[src/design/sbt_pkg.sv]
// types, codes and helpers of the static b+ tree search block
package sbt_pkg;

   localparam int KEY_W    = 64;
   localparam int VAL_W    = 64;
   localparam int INDEX_W  = 11;
   localparam int FANOUT_W = 9;
   localparam int CSR_AW   = 3;
   localparam int CSR_DW   = 32;

   localparam logic [FANOUT_W-1:0] FANOUT_RESET = 9'd64;
   localparam logic [FANOUT_W-1:0] FANOUT_MIN   = 9'd2;
   localparam logic [FANOUT_W-1:0] FANOUT_MAX   = 9'd256;

   // register index codes
   localparam logic REG_FANOUT = 1'b0;

   typedef enum logic [1:0] {
      ACT_CLEAR  = 2'd0,
      ACT_LOAD   = 2'd1,
      ACT_LOOKUP = 2'd2,
      ACT_RANGE  = 2'd3
   } action_type;

   typedef enum logic [3:0] {
      ST_IDLE,
      ST_LOAD_LV,
      ST_LVL,
      ST_MUL,
      ST_RANGE,
      ST_BS,
      ST_BSW,
      ST_FETCH,
      ST_FETCHW,
      ST_RSCAN,
      ST_RSCANW,
      ST_RDONE,
      ST_EMIT,
      ST_EMITW,
      ST_OUT
   } state_type;

   // command from the control path to the geometry unit
   typedef struct packed {
      logic                start;
      logic [FANOUT_W-1:0] fanout;
   } geom_cmd_type;

   function automatic logic [FANOUT_W-1:0] eff_fanout(input logic [FANOUT_W-1:0] f);
      logic [FANOUT_W-1:0] r;
      r = f;
      if (f < FANOUT_MIN) r = FANOUT_MIN;
      if (f > FANOUT_MAX) r = FANOUT_MAX;
      return r;
   endfunction

endpackage

[src/design/sbt_geom.sv]
// level span unit: fanout powers, one level per cycle through one multiplier
module sbt_geom import sbt_pkg::*; #(
   parameter int LEAF_CAPACITY = 1024,
   parameter int MAX_LEVELS    = 10,
   localparam int SW = $clog2(LEAF_CAPACITY + 1),
   localparam int LW = (MAX_LEVELS > 1) ? $clog2(MAX_LEVELS) : 1,
   localparam int PW = SW + FANOUT_W
) (
   input  logic                             clock,
   input  logic                             reset,
   input  geom_cmd_type                     cmd,
   output logic                             busy,
   output logic [MAX_LEVELS-1:0][SW-1:0]    span
);
   logic [PW-1:0]       s_ff, s_in;
   logic [FANOUT_W-1:0] f_ff, f_in;
   logic [LW-1:0]       g_ff, g_in;
   logic                busy_ff, busy_in;
   logic                over_ff, over_in;
   logic [MAX_LEVELS-1:0][SW-1:0] span_ff;
   logic                big;
   logic [SW-1:0]       span_val;

   assign big      = over_ff || (s_ff > PW'(LEAF_CAPACITY));
   assign span_val = big ? '0 : s_ff[SW-1:0];

   always_comb begin
      s_in    = s_ff;
      f_in    = f_ff;
      g_in    = g_ff;
      busy_in = busy_ff;
      over_in = over_ff;
      if (cmd.start) begin
         s_in    = PW'(cmd.fanout);
         f_in    = cmd.fanout;
         g_in    = '0;
         busy_in = 1'b1;
         over_in = 1'b0;
      end else if (busy_ff) begin
         over_in = big;
         s_in    = s_ff[SW-1:0] * f_ff;
         g_in    = g_ff + 1'b1;
         if (g_ff == LW'(MAX_LEVELS - 1)) begin
            busy_in = 1'b0;
         end
      end
   end

   always_ff @(posedge clock) begin
      if (reset) begin
         busy_ff <= 1'b1;
         g_ff    <= '0;
         over_ff <= 1'b0;
         s_ff    <= PW'(FANOUT_RESET);
         f_ff    <= FANOUT_RESET;
      end else begin
         busy_ff <= busy_in;
         g_ff    <= g_in;
         over_ff <= over_in;
         s_ff    <= s_in;
         f_ff    <= f_in;
      end
      if (busy_ff && !cmd.start) begin
         span_ff[g_ff] <= span_val;
      end
   end

   assign busy = busy_ff;
   assign span = span_ff;
endmodule

[config.mk]
export PLATFORM = sky130hd
export DESIGN_NAME = sbt_geom
export DESIGN_NICKNAME = d
export VERILOG_FILES = /design/src/design/sbt_pkg.sv /design/src/design/sbt_geom.sv
export SDC_FILE = /design/constraint.sdc
export NUM_CORES = 1
export LEC_CHECK = 0
export BUFFER_PORTS_ARGS = -buffer_cell sky130_fd_sc_hd__buf_2
export CAP_MARGIN = 15
export CORE_MARGIN = 2
export CORE_UTILIZATION = 35
export CTS_BUF_LIST = sky130_fd_sc_hd__clkbuf_16
export DETAILED_ROUTE_END_ITERATION = 10
export SLEW_MARGIN = 10
export SYNTH_ARGS = -nofsm -noshare
export SYNTH_HDL_FRONTEND = slang
export SYNTH_SLANG_ARGS = --single-unit
[constraint.sdc]
create_clock -name clock -period 5.8 [get_ports clock]
set_input_delay 0.29 -clock clock [delete_from_list [all_inputs] [get_ports clock]]
set_output_delay 0.29 -clock clock [all_outputs]
set_load 0.01 [all_outputs]
Word-level counts from Yosys, hierarchy flattened. Index checks and enable logic that the tools add are counted.

Register bits after elaboration: 145. Input port bits: 12. Logic and storage cells: 36.

Add/sub/neg operators: 1. Multipliers: 1. Order comparisons: 3. Eq/ne operators: 1. Mux-type cells: 8. Reduce and logical (&&, ||, !) cells: 6.

Operator list (count): bitwise mux 110 bit (1); demux 11 bit (select 4 bit) (1); two-way mux 11 bit (2); greater-than comparator 20 x 11 -> 1 bit (second input constant) (1); multiplier 11 x 9 -> 20 bit (1); two-way mux 9 bit (2); < comparator 4 x 5 -> 1 bit (second input constant) (1); adder 4 x 1 -> 4 bit (second input constant) (1); == test 4 bit (second input constant) (1); >= comparator 4 x 1 -> 1 bit (second input constant) (1); logical AND 1 bit (2); two-way mux 1 bit (2); nonzero test 2 bit (1); OR reduction 2 bit (1); zero test 1 bit (1); logical OR 1 bit (1).

Longest topological paths before layout.
Depth after elaboration: 5. Depth in mapped cells: 18.

Worst setup path after synthesis. OpenSTA, ideal clock, no wires.

Path type: register to register. Start point: register s_ff[5]. End point: register s_ff[18]. Library setup time: 0.123 ns. Arrival: 4.332 ns. Slack: 1.345 ns. Cell stages (with the launch flop): 19. Path buffers: 2. Period minus slack after synthesis: 4.455 ns. Path through: dfxtp_1 > clkbuf_1 > and2_1 > fa_1 > inv_1 > fa_1 > inv_1 > fa_1 > inv_1 > fa_1 > inv_1 > ha_1 > clkbuf_1 > a21oi_1 > o21ai_1 > a221o_1 > a41oi_1 > xor2_1 > o21ai_0.

Word-level cells in the longest chain between the ends: 1.

Ends and longest elaborated chain: start: declaration (line sbt_geom.sv:15) `logic [PW-1:0] s_ff, s_in;`; start signal: assignment (line sbt_geom.sv:54) `s_ff <= PW'(FANOUT_RESET);`; start signal: assignment (line sbt_geom.sv:60) `s_ff <= s_in;`; multiplier 11 x 9 -> 20 bit (line sbt_geom.sv:41) `s_in = s_ff[SW-1:0] * f_ff;`.

No other way between the ends. A chain may end at the register's enable or synchronous reset.

Worst setup path in the final report.
Start point: register f_ff[8]. End point: register s_ff[15].

Word-level cells in the longest chain between the ends: 1.

Ends and longest elaborated chain: start: declaration (line sbt_geom.sv:16) `logic [FANOUT_W-1:0] f_ff, f_in;`; start signal: assignment (line sbt_geom.sv:61) `f_ff <= f_in;`; multiplier 11 x 9 -> 20 bit (line sbt_geom.sv:41).

No other way between the ends.

==> flow_summary.yaml <==
power:
  power_leakage_uw: 0.00418
  ir_worst_vdd_mv: 0.188
  powerDensity_mw_per_mm2: 272
detailed_routing:
  vias_per_cell: 4.72
  postRouteAntennaNets: 0
  drt_iter0_drc: 325
  drt_first_pass_iters: 5
  route.detailed.drc: 0
  drt-total-wl_um: 17900
  vias: 5182
  post_drt_wl_per_cell_um: 16.3
critical_path:
  timing.rr.end: "s_ff[15]"
  worstPathArrival_ns: 5.06
  cp_max_fo: 12
  r2r_slack_ns: 1.05
  critPathKind: "register to register"
  cp-start-kind: "register"
  endpoint_kind: "register"
  required_ns: 6.11
  rr_worst_depth: 15
  timing.rr.start: "f_ff[8]"
die:
  core_mm2: 0.0226
  die_w_um: 156
  dieArea_mm2: 0.0243
  num_rows: 55
  ios: 123
  start_util_pct: 35.7
  die_h_um: 156
grt:
  grt_pass1_vias: 5123
  track_usage_pct: 15.2
  grt_pass1_wl_um: 28100
  antenna_found_initial: 0
  grt_max_degree: 32
  grt_overflow: 0
synthesis:
  ys_seq_elements: 145
  yosysSeqAreaShare_pct: 49.6
  synthesis.area_mm2: 0.00808
  synth.distinct_cells: 45
  synth_cells: 692
  syn_avg_cell_area_um2: 11.7
  syn_nets: 812
  synth-edff-count: 110
  ys.flop_type: "edfxtp_1"
  yosysWarnings: 0
  ys_async_sr_fraction_pct: 0
timing:
  fin_hold_ws_ns: 0.107
  relSlewSlack_pct: 21.9
  setup-violations-final: 0
  fin_skew_ns: 0.0211
  tns_ns: 0
  worst_pin_slew_ns: 1.17
  min_period_ns: 4.75
  fin_ws_ns: 1.05
  rsz0062_at_grt: "false"
  finalHoldViolCount: 0
  max_freq_ghz: 0.211
  finalMaxSlewViolations: 0
  min_period_over_period_pct: 81.9
flow_run:
  drv_cap: 0
final_layout:
  fin_area_mm2: 0.00949
  area_delta_synth_final_pct: 17.6
  num-fill-cells: 2101
  stdcell_count: 1099
  finalNetCount: 921
  diodes: 0
  drive_gt1_share_pct: 19.5
clock_network:
  cts_hold_buf: 0
  cts_resized: 0
  clk_latency_ns: 0.43
  cts_tree: "built"
  cts_setup_buffers: 0
  numCtsBuffers: 17
  clk_path_buf_depth: 2
  cts_root_buf: "clkbuf_16"
  htreeDepth: 4
  clkSinkCount: 145
  clk_pin_slew_ns: 0.07
status:
  outcome: "finished, final reports clean"
min_path:
  worstHoldEndpoint: "f_ff[6]"
  hp-class: "primary input to register"
  min_path_cells: 2
  hold_start: "cmd[6]"
placement:
  dpl.cell_count: 1067
  dp_hpwl_um: 13500
  place_congestion: 0.835
  portBuffers: 122
  place_area_mm2: 0.00891
  place_ws_ns: 1.09
## cell usage in the layout (no fill, tap or decap), types with 4 or more instances in the layout
cell type | Yosys | routed
edfxtp_1 | 110 | 110
nor2b_1 | 4 | 4
o21a_1 | 5 | 5
xnor2_1 | 7 | 7
ha_1 | 44 | 44
mux2i_1 | 15 | 15
buf_2 | 0 | 122
nand3_1 | 6 | 6
inv_1 | 106 | 106
o21ai_0 | 14 | 14
nor4_1 | 4 | 4
fa_1 | 64 | 64
nand2_1 | 75 | 75
clkbuf_16 | 0 | 17
o211ai_1 | 5 | 5
xor2_1 | 9 | 9
inv_8 | 0 | 5
dfxtp_1 | 35 | 35
nor2_1 | 35 | 35
a21oi_1 | 24 | 24
and2_1 | 64 | 64
## flip-flops by register name, summed over array words and instances, names as in the netlist
signal and flops:
g_ff 4, over_ff 1, span 110, busy 1, s_ff 20, f_ff 9
## layout make-up
type | count | area [µm²] | area share [%]
clock buffers | 17 | 425 | 4.48
clock inverters | 15 | 163 | 1.71
inverters | 107 | 402 | 4.23
multi-input cells | 406 | 3520 | 37.1
flip-flops and latches | 145 | 4000 | 42.2
well taps | 285 | 357 | 3.76
repair buffers | 124 | 626 | 6.59
## critical path, stage by stage, from the launching register on
cell	delay (ns)
dfxtp_1	0.56
nand2_1	0.14
fa_1	0.52
fa_1	0.55
inv_1	0.05
fa_1	0.53
inv_1	0.05
fa_1	0.53
inv_1	0.04
ha_1	0.33
a21oi_1	0.25
o21a_1	0.27
o21a_1	0.23
nor2_1	0.07
o311a_1	0.28
a32o_1	0.20
## per-stage QoR
step | utilization, % | power [µW]
after floorplan | - | 1450
final | 41.9 | 2580
after global placement | 39.3 | 1550
after detailed placement | 39.3 | 1550
after CTS | 41.9 | 2610
after global routing | 41.9 | 2700
## cells by family (layout without fill, tap and decap cells)
kind of cell	after synthesis	in the layout	synth area share, %
and+or+nand+nor	200	200	12.0
DFF	145	145	49.6
buffers and inverters	141	263	6.85
adders and majority gates	108	108	22.7
AOI/OAI and AO/OA	67	67	5.27
xor gates and xnor gates	16	16	1.74
muxes	15	15	1.86
## worst max path at each step
stage,slack (ns),startpoint,to,cells after the start
6_report,1.05,f_ff[8],s_ff[15],15
5_1_grt,0.78,f_ff[8],s_ff[15],15
4_1_cts,1.07,f_ff[2],s_ff[15],15
3_5_place_dp,1.09,f_ff[2],s_ff[15],15
3_3_place_gp,1.18,f_ff[8],s_ff[15],15
2_1_floorplan,1.35,s_ff[5],s_ff[18],18
## metal layers
layer / track usage [%] / share of wire, % / vias up
met5: 0 / 0 / -
met4: 4.85 / 1.3 / 0
met3: 3.33 / 7.5 / 14
met2: 24.3 / 47 / 200
met1: 20.8 / 45 / 2502
li1: - / - / 2466
## where the power goes
group	switching [µW]	internal, µW	total (µW)
combinational	206	115	321
clock	482	576	1060
sequential	39.9	1160	1200
total	728	1860	2580
## synth_stat cells (2+ instances only)
master	count	share of area [%]
and2_1	64	5.0
mux2i_1	15	1.9
inv_1	106	4.9
clkbuf_1	26	1.2
nand2b_1	3	0.23
o21a_1	5	0.46
nand2_1	75	3.5
nor2_1	35	1.6
fa_1	64	16
edfxtp_1	110	41
a21oi_1	24	1.5
buf_4	2	0.19
or3_1	2	0.15
buf_1	3	0.14
nor4_1	4	0.31
nor3_1	2	0.12
nand3_1	6	0.37
xor2_1	9	0.98
a21o_1	3	0.28
buf_6	2	0.28
ha_1	44	6.8
o211ai_1	5	0.46
xnor2_1	7	0.76
nor2b_1	4	0.31
o21ai_0	14	0.87
dfxtp_1	35	8.7
a211o_1	3	0.33
nand4_1	2	0.15
a31oi_1	2	0.15
Power figures use the tool's default switching activity.
